$ cat src/hdl/nqk_pkg.sv
// ----------------------------------------------------------------------------
// nqk_pkg
// microcode word, condition codes, datapath operations and the program rom
// ----------------------------------------------------------------------------
package nqk_pkg;

    // datapath operation selected by the control word
    typedef enum logic [2:0] {
        OP_NONE,
        OP_ACCEPT,
        OP_CLEAR,
        OP_TRY,
        OP_BACK,
        OP_COUNT,
        OP_EMIT,
        OP_EMIT_NF
    } op_t;

    // branch condition selected by the control word
    typedef enum logic [3:0] {
        C_ALWAYS,
        C_IN_VALID,
        C_TARGET_ZERO,
        C_CAN_TRY,
        C_FULL,
        C_COL_ZERO,
        C_HIT,
        C_EMIT_DONE,
        C_SLOT_FREE
    } cond_t;

    typedef logic [3:0] step_t;

    localparam step_t S_IDLE    = 4'd0;
    localparam step_t S_START   = 4'd1;
    localparam step_t S_TRY     = 4'd2;
    localparam step_t S_DECIDE  = 4'd3;
    localparam step_t S_BACKCHK = 4'd4;
    localparam step_t S_BACK    = 4'd5;
    localparam step_t S_SOL     = 4'd6;
    localparam step_t S_EMIT    = 4'd7;
    localparam step_t S_NF      = 4'd8;

    // one control word: operation, condition, target when true, target when false
    typedef struct packed {
        op_t   op;
        cond_t cond;
        step_t jt;
        step_t jf;
    } uword_t;

    // datapath status seen by the sequencer
    typedef struct packed {
        logic in_valid;
        logic target_zero;
        logic can_try;
        logic full;
        logic col_zero;
        logic hit;
        logic emit_done;
        logic slot_free;
    } flags_t;

    // program rom
    function automatic uword_t ucode_fetch(step_t step);
        uword_t w;
        unique case (step)
            S_IDLE:    w = uword_t'{OP_ACCEPT,  C_IN_VALID,    S_START, S_IDLE};
            S_START:   w = uword_t'{OP_CLEAR,   C_TARGET_ZERO, S_NF,    S_TRY};
            S_TRY:     w = uword_t'{OP_TRY,     C_CAN_TRY,     S_TRY,   S_DECIDE};
            S_DECIDE:  w = uword_t'{OP_NONE,    C_FULL,        S_SOL,   S_BACKCHK};
            S_BACKCHK: w = uword_t'{OP_NONE,    C_COL_ZERO,    S_NF,    S_BACK};
            S_BACK:    w = uword_t'{OP_BACK,    C_ALWAYS,      S_TRY,   S_TRY};
            S_SOL:     w = uword_t'{OP_COUNT,   C_HIT,         S_EMIT,  S_BACK};
            S_EMIT:    w = uword_t'{OP_EMIT,    C_EMIT_DONE,   S_IDLE,  S_EMIT};
            S_NF:      w = uword_t'{OP_EMIT_NF, C_SLOT_FREE,   S_IDLE,  S_NF};
            default:   w = uword_t'{OP_NONE,    C_ALWAYS,      S_IDLE,  S_IDLE};
        endcase
        return w;
    endfunction

endpackage

$ cat src/hdl/nqk_if.sv
// ----------------------------------------------------------------------------
// nqk_if
// request and result channels with valid/ready handshake
// ----------------------------------------------------------------------------
interface nqk_in_if;
    logic        valid;
    logic        ready;
    logic [15:0] solution_index;

    modport source (output valid, output solution_index, input ready);
    modport sink   (input valid, input solution_index, output ready);
endinterface

interface nqk_out_if;
    logic       valid;
    logic       ready;
    logic [2:0] queen_column;
    logic [2:0] board_row;
    logic       found;
    logic       last;

    modport source (output valid, output queen_column, output board_row,
                    output found, output last, input ready);
    modport sink   (input valid, input queen_column, input board_row,
                    input found, input last, output ready);
endinterface

$ cat src/hdl/nqk_sequencer.sv
// ----------------------------------------------------------------------------
// nqk_sequencer
// step counter, program rom fetch and conditional jump
// ----------------------------------------------------------------------------
module nqk_sequencer (
    input  logic            clk,
    input  logic            rst_n,
    input  nqk_pkg::flags_t flags,
    output nqk_pkg::op_t    op,
    output nqk_pkg::step_t  step
);
    import nqk_pkg::*;

    step_t  step_reg;
    step_t  step_next;
    uword_t uw;
    logic   take;

    always_comb
    begin
        uw = ucode_fetch(step_reg);
        unique case (uw.cond)
            C_ALWAYS:      take = 1'b1;
            C_IN_VALID:    take = flags.in_valid;
            C_TARGET_ZERO: take = flags.target_zero;
            C_CAN_TRY:     take = flags.can_try;
            C_FULL:        take = flags.full;
            C_COL_ZERO:    take = flags.col_zero;
            C_HIT:         take = flags.hit;
            C_EMIT_DONE:   take = flags.emit_done;
            C_SLOT_FREE:   take = flags.slot_free;
            default:       take = 1'b0;
        endcase
        step_next = take ? uw.jt : uw.jf;
    end

    always_ff @(posedge clk or negedge rst_n)
    begin
        if (!rst_n)
        begin
            step_reg <= S_IDLE;
        end
        else
        begin
            step_reg <= step_next;
        end
    end

    assign op   = uw.op;
    assign step = step_reg;

endmodule

$ cat src/hdl/nqk_datapath.sv
// ----------------------------------------------------------------------------
// nqk_datapath
// board state, one-row-per-cycle placement test, backtrack and result register
// ----------------------------------------------------------------------------
module nqk_datapath #(
    parameter int BOARD_SIZE = 8
) (
    input  logic            clk,
    input  logic            rst_n,
    input  nqk_pkg::op_t    op,
    output nqk_pkg::flags_t flags,
    nqk_in_if.sink          req,
    nqk_out_if.source       rsp
);
    import nqk_pkg::*;

    localparam int N        = BOARD_SIZE;
    localparam int CW       = $clog2(N + 1);
    localparam int IW       = $clog2(N);
    localparam int DN       = 2 * N - 1;
    localparam int DW       = $clog2(DN);
    localparam int OUT_ROWS = (N < 8) ? N : 8;
    localparam int EW       = $clog2(OUT_ROWS);
    localparam int XW       = (IW > 3) ? IW : 3;

    logic [15:0]   target_reg, target_next;
    logic [15:0]   count_reg, count_next;
    logic [CW-1:0] col_reg, col_next;
    logic [CW-1:0] r_reg, r_next;
    logic [IW-1:0] placed_reg [N];
    logic [IW-1:0] placed_next [N];
    logic [N-1:0]  rows_reg, rows_next;
    logic [DN-1:0] rise_reg, rise_next;
    logic [DN-1:0] fall_reg, fall_next;
    logic [EW-1:0] emit_reg, emit_next;

    logic          out_valid_reg, out_valid_next;
    logic [2:0]    qcol_reg, qcol_next;
    logic [2:0]    brow_reg, brow_next;
    logic          found_reg, found_next;
    logic          last_reg, last_next;
    logic          out_load;

    logic [CW-1:0] col_prev;
    logic [IW-1:0] col_prev_idx;
    logic [IW-1:0] back_row;
    logic [IW-1:0] r_idx;
    logic [IW-1:0] col_idx;
    logic [DW-1:0] rise_idx;
    logic [DW-1:0] fall_idx;
    logic          cell_free;
    logic          slot_free;
    logic          can_try;
    logic          full;
    logic          emit_last;
    logic [IW-1:0] tog_row;
    logic [IW-1:0] tog_col;
    logic [N-1:0]  rows_tog;
    logic [DN-1:0] rise_tog;
    logic [DN-1:0] fall_tog;
    logic [XW-1:0] emit_col;

    // backtrack source: queen of the previous column
    assign col_prev     = col_reg - CW'(1);
    assign col_prev_idx = col_prev[IW-1:0];
    assign back_row     = placed_reg[col_prev_idx];

    // candidate cell of the current column
    assign r_idx    = r_reg[IW-1:0];
    assign col_idx  = col_reg[IW-1:0];
    assign rise_idx = DW'(r_reg) + DW'(col_reg);
    assign fall_idx = DW'(r_reg) + DW'(N - 1) - DW'(col_reg);

    assign full      = (col_reg == CW'(N));
    assign can_try   = !full && (r_reg != CW'(N));
    assign cell_free = can_try && !rows_reg[r_idx] && !rise_reg[rise_idx]
                       && !fall_reg[fall_idx];

    // shared toggle for placing and lifting a queen
    assign tog_row  = (op == OP_BACK) ? back_row : r_idx;
    assign tog_col  = (op == OP_BACK) ? col_prev_idx : col_idx;
    assign rows_tog = rows_reg ^ (N'(1) << tog_row);
    assign rise_tog = rise_reg ^ (DN'(1) << (DW'(tog_row) + DW'(tog_col)));
    assign fall_tog = fall_reg ^ (DN'(1) << (DW'(tog_row) + DW'(N - 1) - DW'(tog_col)));

    assign slot_free = !out_valid_reg || rsp.ready;
    assign emit_last = (emit_reg == EW'(OUT_ROWS - 1));

    // column of the queen in the row being emitted, last match wins
    always_comb
    begin
        emit_col = '0;
        for (int c = 0; c < N; c++)
        begin
            if (placed_reg[c] == IW'(emit_reg))
            begin
                emit_col = XW'(c);
            end
        end
    end

    always_comb
    begin
        target_next = target_reg;
        count_next  = count_reg;
        col_next    = col_reg;
        r_next      = r_reg;
        placed_next = placed_reg;
        rows_next   = rows_reg;
        rise_next   = rise_reg;
        fall_next   = fall_reg;
        emit_next   = emit_reg;
        out_load    = 1'b0;
        qcol_next   = qcol_reg;
        brow_next   = brow_reg;
        found_next  = found_reg;
        last_next   = last_reg;
        unique case (op)
            OP_ACCEPT:
            begin
                if (req.valid)
                begin
                    target_next = req.solution_index;
                end
            end
            OP_CLEAR:
            begin
                count_next = '0;
                col_next   = '0;
                r_next     = '0;
                rows_next  = '0;
                rise_next  = '0;
                fall_next  = '0;
                emit_next  = '0;
                for (int c = 0; c < N; c++)
                begin
                    placed_next[c] = '0;
                end
            end
            OP_TRY:
            begin
                if (cell_free)
                begin
                    placed_next[col_idx] = r_idx;
                    rows_next = rows_tog;
                    rise_next = rise_tog;
                    fall_next = fall_tog;
                    col_next  = col_reg + CW'(1);
                    r_next    = '0;
                end
                else if (can_try)
                begin
                    r_next = r_reg + CW'(1);
                end
            end
            OP_BACK:
            begin
                col_next  = col_prev;
                rows_next = rows_tog;
                rise_next = rise_tog;
                fall_next = fall_tog;
                r_next    = CW'(back_row) + CW'(1);
            end
            OP_COUNT:
            begin
                count_next = count_reg + 16'd1;
            end
            OP_EMIT:
            begin
                if (slot_free)
                begin
                    out_load   = 1'b1;
                    qcol_next  = emit_col[2:0];
                    brow_next  = 3'(emit_reg);
                    found_next = 1'b1;
                    last_next  = emit_last;
                    emit_next  = emit_reg + EW'(1);
                end
            end
            OP_EMIT_NF:
            begin
                if (slot_free)
                begin
                    out_load   = 1'b1;
                    qcol_next  = 3'd0;
                    brow_next  = 3'd0;
                    found_next = 1'b0;
                    last_next  = 1'b1;
                end
            end
            OP_NONE:
            begin
            end
            default:
            begin
            end
        endcase
        out_valid_next = out_load ? 1'b1 : (rsp.ready ? 1'b0 : out_valid_reg);
    end

    always_ff @(posedge clk or negedge rst_n)
    begin
        if (!rst_n)
        begin
            count_reg     <= '0;
            col_reg       <= '0;
            r_reg         <= '0;
            rows_reg      <= '0;
            rise_reg      <= '0;
            fall_reg      <= '0;
            emit_reg      <= '0;
            out_valid_reg <= 1'b0;
            for (int c = 0; c < N; c++)
            begin
                placed_reg[c] <= '0;
            end
        end
        else
        begin
            count_reg     <= count_next;
            col_reg       <= col_next;
            r_reg         <= r_next;
            rows_reg      <= rows_next;
            rise_reg      <= rise_next;
            fall_reg      <= fall_next;
            emit_reg      <= emit_next;
            out_valid_reg <= out_valid_next;
            placed_reg    <= placed_next;
        end
    end

    // payload registers
    always_ff @(posedge clk)
    begin
        target_reg <= target_next;
        qcol_reg   <= qcol_next;
        brow_reg   <= brow_next;
        found_reg  <= found_next;
        last_reg   <= last_next;
    end

    assign req.ready        = (op == OP_ACCEPT);
    assign rsp.valid        = out_valid_reg;
    assign rsp.queen_column = qcol_reg;
    assign rsp.board_row    = brow_reg;
    assign rsp.found        = found_reg;
    assign rsp.last         = last_reg;

    assign flags.in_valid    = req.valid;
    assign flags.target_zero = (target_reg == 16'd0);
    assign flags.can_try     = can_try;
    assign flags.full        = full;
    assign flags.col_zero    = (col_reg == '0);
    assign flags.hit         = ((count_reg + 16'd1) == target_reg);
    assign flags.emit_done   = slot_free && emit_last;
    assign flags.slot_free   = slot_free;

endmodule

$ cat src/hdl/n_queens_kth_solution.sv
// ----------------------------------------------------------------------------
// n_queens_kth_solution: k-th solution of the n-queens puzzle, microcoded search
// search: each try step tests one row, each backtrack lifts the previous queen,
// then one result per cycle while the result channel is ready
// async active-low reset: sequencer to idle, board and counters empty
// ----------------------------------------------------------------------------
module n_queens_kth_solution #(
    parameter int BOARD_SIZE = 8
) (
    input  logic      clk,
    input  logic      rst_n,
    nqk_in_if.sink    req,
    nqk_out_if.source rsp
);
    import nqk_pkg::*;

    // status from the datapath into the branch logic
    flags_t flags;
    // operation of the current control word
    op_t    op;
    // current program step
    step_t  step;

    // sequencer: fetches one control word a cycle from the program rom and
    // picks the next step from the selected condition
    nqk_sequencer u_seq (
        .clk   (clk),
        .rst_n (rst_n),
        .flags (flags),
        .op    (op),
        .step  (step)
    );

    // datapath: column-by-column placement with row, rising and falling
    // diagonal masks; each try step tests one row of the current column,
    // backtrack lifts the queen of the previous column and resumes one row
    // below it; the result register lets a new transaction be taken while
    // the final result still waits
    nqk_datapath #(
        .BOARD_SIZE (BOARD_SIZE)
    ) u_dp (
        .clk   (clk),
        .rst_n (rst_n),
        .op    (op),
        .flags (flags),
        .req   (req),
        .rsp   (rsp)
    );

`ifndef SYNTHESIS
    // requests are only taken in the idle step
    a_ready_idle: assert property (@(posedge clk) disable iff (!rst_n)
        req.ready |-> (step == S_IDLE))
        else $error("request taken outside idle step");

    // an accepted request starts a search
    a_accept_start: assert property (@(posedge clk) disable iff (!rst_n)
        (req.valid && req.ready) |=> (step == S_START))
        else $error("accepted request did not start a search");

    // a not-found result is a single cleared final result
    a_nf_single: assert property (@(posedge clk) disable iff (!rst_n)
        (rsp.valid && !rsp.found) |->
            (rsp.last && rsp.queen_column == 3'd0 && rsp.board_row == 3'd0))
        else $error("malformed not-found result");

    // a found result before the final row is only taken while emission still runs
    a_row_order: assert property (@(posedge clk) disable iff (!rst_n)
        (rsp.valid && rsp.ready && rsp.found && !rsp.last) |->
            (step == S_EMIT))
        else $error("emission left before the final row");
`endif

endmodule

$ cat src/flat_wrapper.sv
// flat-port wrapper written by rule: the top's interface ports become plain ports
module n_queens_kth_solution_flat import nqk_pkg::*;
#(
    parameter int BOARD_SIZE = 8
)
  (clk, rst_n, req_valid, req_solution_index, req_ready, rsp_valid, rsp_queen_column, rsp_board_row, rsp_found, rsp_last, rsp_ready);
  nqk_in_if req_i ();
  nqk_out_if rsp_i ();
  input  logic clk;
  input  logic rst_n;
  input wire logic [$bits(req_i.valid)-1:0] req_valid;
  input wire logic [$bits(req_i.solution_index)-1:0] req_solution_index;
  output wire logic [$bits(req_i.ready)-1:0] req_ready;
  output wire logic [$bits(rsp_i.valid)-1:0] rsp_valid;
  output wire logic [$bits(rsp_i.queen_column)-1:0] rsp_queen_column;
  output wire logic [$bits(rsp_i.board_row)-1:0] rsp_board_row;
  output wire logic [$bits(rsp_i.found)-1:0] rsp_found;
  output wire logic [$bits(rsp_i.last)-1:0] rsp_last;
  input wire logic [$bits(rsp_i.ready)-1:0] rsp_ready;
  assign req_i.valid = req_valid;
  assign req_i.solution_index = req_solution_index;
  assign req_ready = req_i.ready;
  assign rsp_valid = rsp_i.valid;
  assign rsp_queen_column = rsp_i.queen_column;
  assign rsp_board_row = rsp_i.board_row;
  assign rsp_found = rsp_i.found;
  assign rsp_last = rsp_i.last;
  assign rsp_i.ready = rsp_ready;
  n_queens_kth_solution #(.BOARD_SIZE(BOARD_SIZE)) u_core (.clk(clk), .rst_n(rst_n), .req(req_i), .rsp(rsp_i));
endmodule
$ cat config.mk
export PLATFORM = sky130hd
export DESIGN_NAME = n_queens_kth_solution_flat
export DESIGN_NICKNAME = d
export VERILOG_FILES = /design/src/hdl/nqk_pkg.sv /design/src/hdl/nqk_if.sv /design/src/hdl/nqk_sequencer.sv /design/src/hdl/nqk_datapath.sv /design/src/hdl/n_queens_kth_solution.sv /design/src/flat_wrapper.sv
export SDC_FILE = /design/constraint.sdc
export NUM_CORES = 1
export LEC_CHECK = 0
export ABC_AREA = 1
export CORE_UTILIZATION = 70
export CTS_BUF_LIST = sky130_fd_sc_hd__clkbuf_4
export CTS_CLUSTER_SIZE = 12
export DETAILED_ROUTE_END_ITERATION = 8
export DONT_BUFFER_PORTS = 1
export PLACE_DENSITY = 0.94
export SLEW_MARGIN = 10
export SYNTH_ARGS = -nofsm -noshare
export SYNTH_HDL_FRONTEND = slang
export SYNTH_SLANG_ARGS = --single-unit
$ cat constraint.sdc
create_clock -name clk -period 7.5 [get_ports clk]
set_clock_uncertainty 0.05 [all_clocks]
set_input_delay 0.75 -clock clk [delete_from_list [all_inputs] [get_ports clk]]
set_output_delay 0.75 -clock clk [all_outputs]
set_load 0.03 [all_outputs]
==> run_results.csv <==
group,metric,value,unit
status,status,"completed",
finish,area_delta_synth_final,3.67,%
logic_synthesis,synth_seq_area_share,38.1,%
finish,finalNetCount,1143,
power,leakage_power_total,3.89,nW
detailed_routing,routed-wl-met3,1.35,mm
power,vdd_drop_max,387,µV
clocking,cts_max_level,4,
finish,most_frequent_standard_cell_in_the_layout_excluding_fill_and_tap_cells,"sky130_fd_sc_hd__nand2_1",
global_route,global_routing_usage_summed_across_all_routing_layers,34.2,%
logic_synthesis,yosys_register_bits,118,
clocking,number_of_cts_inserted_buffers,17,
clocking,cts_setup_buffers,0,
logic_synthesis,synth_enable_flop_cells,24,
setup_path,critical_path.endpoint_type,"register",
detailed_routing,dr.max_layer_used,"met4",
timing,timing_max_transition_violations_final,0,
logic_synthesis,synthCells,1102,
logic_synthesis,yosys_warnings,0,
timing,setup_repair_after_global_routing_missed_its_margin,"no",
power,power.share.switching,57.1,%
timing,tightestPinTransition,956,ps
place,dp_hpwl,13.6,mm
clocking,worst_skew_pair.late_latency,570,ps
timing,timing.max_slew.rel_slack,36.1,%
clocking,cts_tree,"built",
detailed_routing,viasPerCell,5.96,
die,die_y,109,µm
place,io_buffer_count,0,
logic_synthesis,syn_area,8060,µm²
hold_path,holdCritPathClass,"in2async",
setup_path,worst-path-max-fanout,20,
finish,layout_common_cells,"sky130_fd_sc_hd__nand2_1, sky130_fd_sc_hd__nor2_1, sky130_fd_sc_hd__nand3_1",
setup_path,critical_path_arrival,4900,ps
finish,final_layout_size_suffix_gt1_share,6.43,%
setup_path,worstSetupPathType,"reg2reg",
global_route,antenna_found_initial,0,
die,die_w,109,µm
place,placed_cell_area,8080,µm²
die,floorplan.initialDensity,73.0,%
logic_synthesis,netlist-cell-type-count,48,
die,row_count,38,
die,fp.dieArea,11900,µm²
power,pwr-share-clk,10.5,%
global_route,number_of_global_route_vias_before_repair,6778,
detailed_routing,drcViolationCount,0,
timing,minimum_period_implied_by_the_final_worst_setup_slack,4550,ps
global_route,global_route_wire_length_before_repair,31.3,mm
logic_synthesis,syn-num-nets,1154,
timing,layout_worst_path_cycle_share,60.6,%
die,core-area,11000,µm²
detailed_routing,routed_wl,19.0,mm
detailed_routing,detail_route.wl_per_cell,15.3,µm
detailed_routing,drt-met1-wl,7.88,mm
logic_synthesis,synth_area_per_cell,7.31,µm²
finish,layout.cell_area.non_filler,8350,µm²
power,power_frac_seq,26.0,%
timing,maxClockFrequency,220,MHz
power,internal-power,1.61,mW
clocking,cts.sink_count,118,
timing,timing.setup.tns,0,ps
timing,finalSetupViolCount,0,
global_route,grt_max_degree,95,
logic_synthesis,synth-async-reset-ratio,79.7,%
clocking,clock_pin_slew_worst_setup_and_hold_paths,120,ps
power,switchingPower,2.14,mW
die,boundaryPins,30,
power,p_per_area,448,nW/µm²
timing,hold_slack,37.8,ps
clocking,cts-root-buf,"sky130_fd_sc_hd__clkbuf_4",
setup_path,start_kind,"register",
detailed_routing,detailedRoute.firstPassIterationCount,6,
detailed_routing,num_vias,7417,
detailed_routing,detail_route.iter0.violations,593,
job,timing.max_cap.violations,0,
place,gp_congestion,0.922,
setup_path,cp_required,7850,ps
finish,num_antenna_cells,0,
detailed_routing,post_detailed_route_count_of_antenna_violating_nets,0,
timing,finalHoldViolations,0,
clocking,clockBufferDepth,2,
detailed_routing,wl_met2,9.13,mm
global_route,gr-total-overflow,0,
finish,largest_register_ff_count,24,
logic_synthesis,ys.flop_type,"sky130_fd_sc_hd__dfrtp_1",
power,comb_power_share,63.5,%
==> power groups by stage <==
stage	registers, mW	logic (mW)	clock network (mW)
detailed placement	0.981	2.30	0
finish	0.973	2.38	0.394
CTS	0.969	2.32	0.402
global placement	0.978	2.20	0
global route	0.990	2.64	0.428
floorplan	0.913	1.94	0
==> metrics by stage <==
stage / utilization [%] / power [mW] / worst slack [ps] / instances
2_1_floorplan: - / 2.86 / 3730 / 1102
3_3_place_gp: 73.3 / 3.18 / 3300 / 1211
3_5_place_dp: 73.3 / 3.28 / 3040 / 1211
4_1_cts: 75.6 / 3.69 / 3040 / 1244
5_1_grt: 75.7 / 4.05 / 2430 / 1244
6_report: 75.7 / 3.74 / 2950 / 1244
==> final timing paths <==
kind | startpoint | endpoint | slack, ps | depth (start not counted)
setup / recovery | u_core.u_dp.col_reg[0] | u_core.u_dp.rise_reg[12] | 2950 | 18
hold / removal | rst_n | u_core.u_seq.step[2] | 40 | 1
setup reg to reg | u_core.u_dp.col_reg[0] | u_core.u_dp.rise_reg[12] | 2950 | 18
hold reg to reg | u_core.u_dp.placed_reg[21] | u_core.u_dp.placed_reg[21] | 450 | 2
max in group asynchronous | rst_n | u_core.u_dp.rise_reg[10] | 6960 | 1
min in group clk | req_solution_index[2] | u_core.u_dp.target_reg[2] | 210 | 0
==> kinds of logic (layout without fill, tap and decap cells) <==
group           count (synthesis)  after routing  share of synthesized area, %
fa+ha+maj                      32             32                          5.34
flops                         118            118                          38.1
simple gates                  589            589                          31.3
buf+inv                       150            152                          7.58
compound gates                146            146                          10.1
xor+xnor                       67             67                          7.55
==> what timing repair did <==
item                                    in CTS  in global routing
gates resized for setup                      0                  0
hold endpoints to repair                    94                  0
endpoints found under the setup margin       0                  0
hold buffers                                 1                  0
==> synthesized netlist by cell type, types with 2 or more instances <==
master,instances,area share [%]
sky130_fd_sc_hd__nor2_2,4,0.31
sky130_fd_sc_hd__xor2_1,40,4.3
sky130_fd_sc_hd__ha_1,28,4.3
sky130_fd_sc_hd__buf_4,4,0.37
sky130_fd_sc_hd__a31oi_1,6,0.47
sky130_fd_sc_hd__o22ai_1,11,0.85
sky130_fd_sc_hd__inv_2,7,0.33
sky130_fd_sc_hd__inv_1,107,5.0
sky130_fd_sc_hd__dfrtp_1,94,29
sky130_fd_sc_hd__buf_2,21,1.3
sky130_fd_sc_hd__nor3b_1,2,0.19
sky130_fd_sc_hd__nor2_4,2,0.28
sky130_fd_sc_hd__o211ai_1,5,0.47
sky130_fd_sc_hd__o21ai_2,3,0.33
sky130_fd_sc_hd__o21ai_1,17,1.1
sky130_fd_sc_hd__nand3_1,110,6.8
sky130_fd_sc_hd__nand2_1,301,14
sky130_fd_sc_hd__nand4_1,18,1.4
sky130_fd_sc_hd__nor3_1,13,0.81
sky130_fd_sc_hd__a21oi_1,25,1.6
sky130_fd_sc_hd__xnor2_1,25,2.7
sky130_fd_sc_hd__fa_1,4,0.99
sky130_fd_sc_hd__o21ai_0,71,4.4
sky130_fd_sc_hd__clkbuf_1,6,0.28
sky130_fd_sc_hd__edfxtp_1,24,8.9
sky130_fd_sc_hd__inv_4,2,0.16
sky130_fd_sc_hd__nand3_2,4,0.50
sky130_fd_sc_hd__nand2_2,5,0.39
sky130_fd_sc_hd__nor2_1,124,5.8
==> worst max-delay path, stage by stage (launching register included) <==
cell	delay [ps]
sky130_fd_sc_hd__dfrtp_1	720
sky130_fd_sc_hd__inv_2	270
sky130_fd_sc_hd__ha_1	460
sky130_fd_sc_hd__inv_1	180
sky130_fd_sc_hd__nor2_1	60
sky130_fd_sc_hd__o21ai_0	70
sky130_fd_sc_hd__nand2_1	60
sky130_fd_sc_hd__o21ai_0	230
sky130_fd_sc_hd__nand2_1	100
sky130_fd_sc_hd__o21ai_2	240
sky130_fd_sc_hd__inv_2	190
sky130_fd_sc_hd__ha_1	370
sky130_fd_sc_hd__a31oi_1	590
sky130_fd_sc_hd__inv_1	260
sky130_fd_sc_hd__nand2_1	150
sky130_fd_sc_hd__xor2_1	160
sky130_fd_sc_hd__nor2_1	50
sky130_fd_sc_hd__nand2_1	70
sky130_fd_sc_hd__o21ai_0	90
==> routing by layer <==
layer  track usage [%]  up-vias
met2              55.3      347
met4              16.1        0
li1                  -     3568
met1              44.2     3442
met3              6.87       60
met5                 0        -
==> cell type report <==
| cell class | count | area [µm²] |
|---|---|---|
| Sequential cell | 118 | 3070 |
| Timing Repair Buffer | 2 | 35.0 |
| Multi-Input combinational cell | 834 | 4380 |
| Inverter | 118 | 449 |
| Clock inverter | 15 | 108 |
| Clock buffer | 17 | 128 |
| Fill cell | 768 | 2680 |
| Tap cell | 140 | 175 |
(Power assumes the default switching activity.)
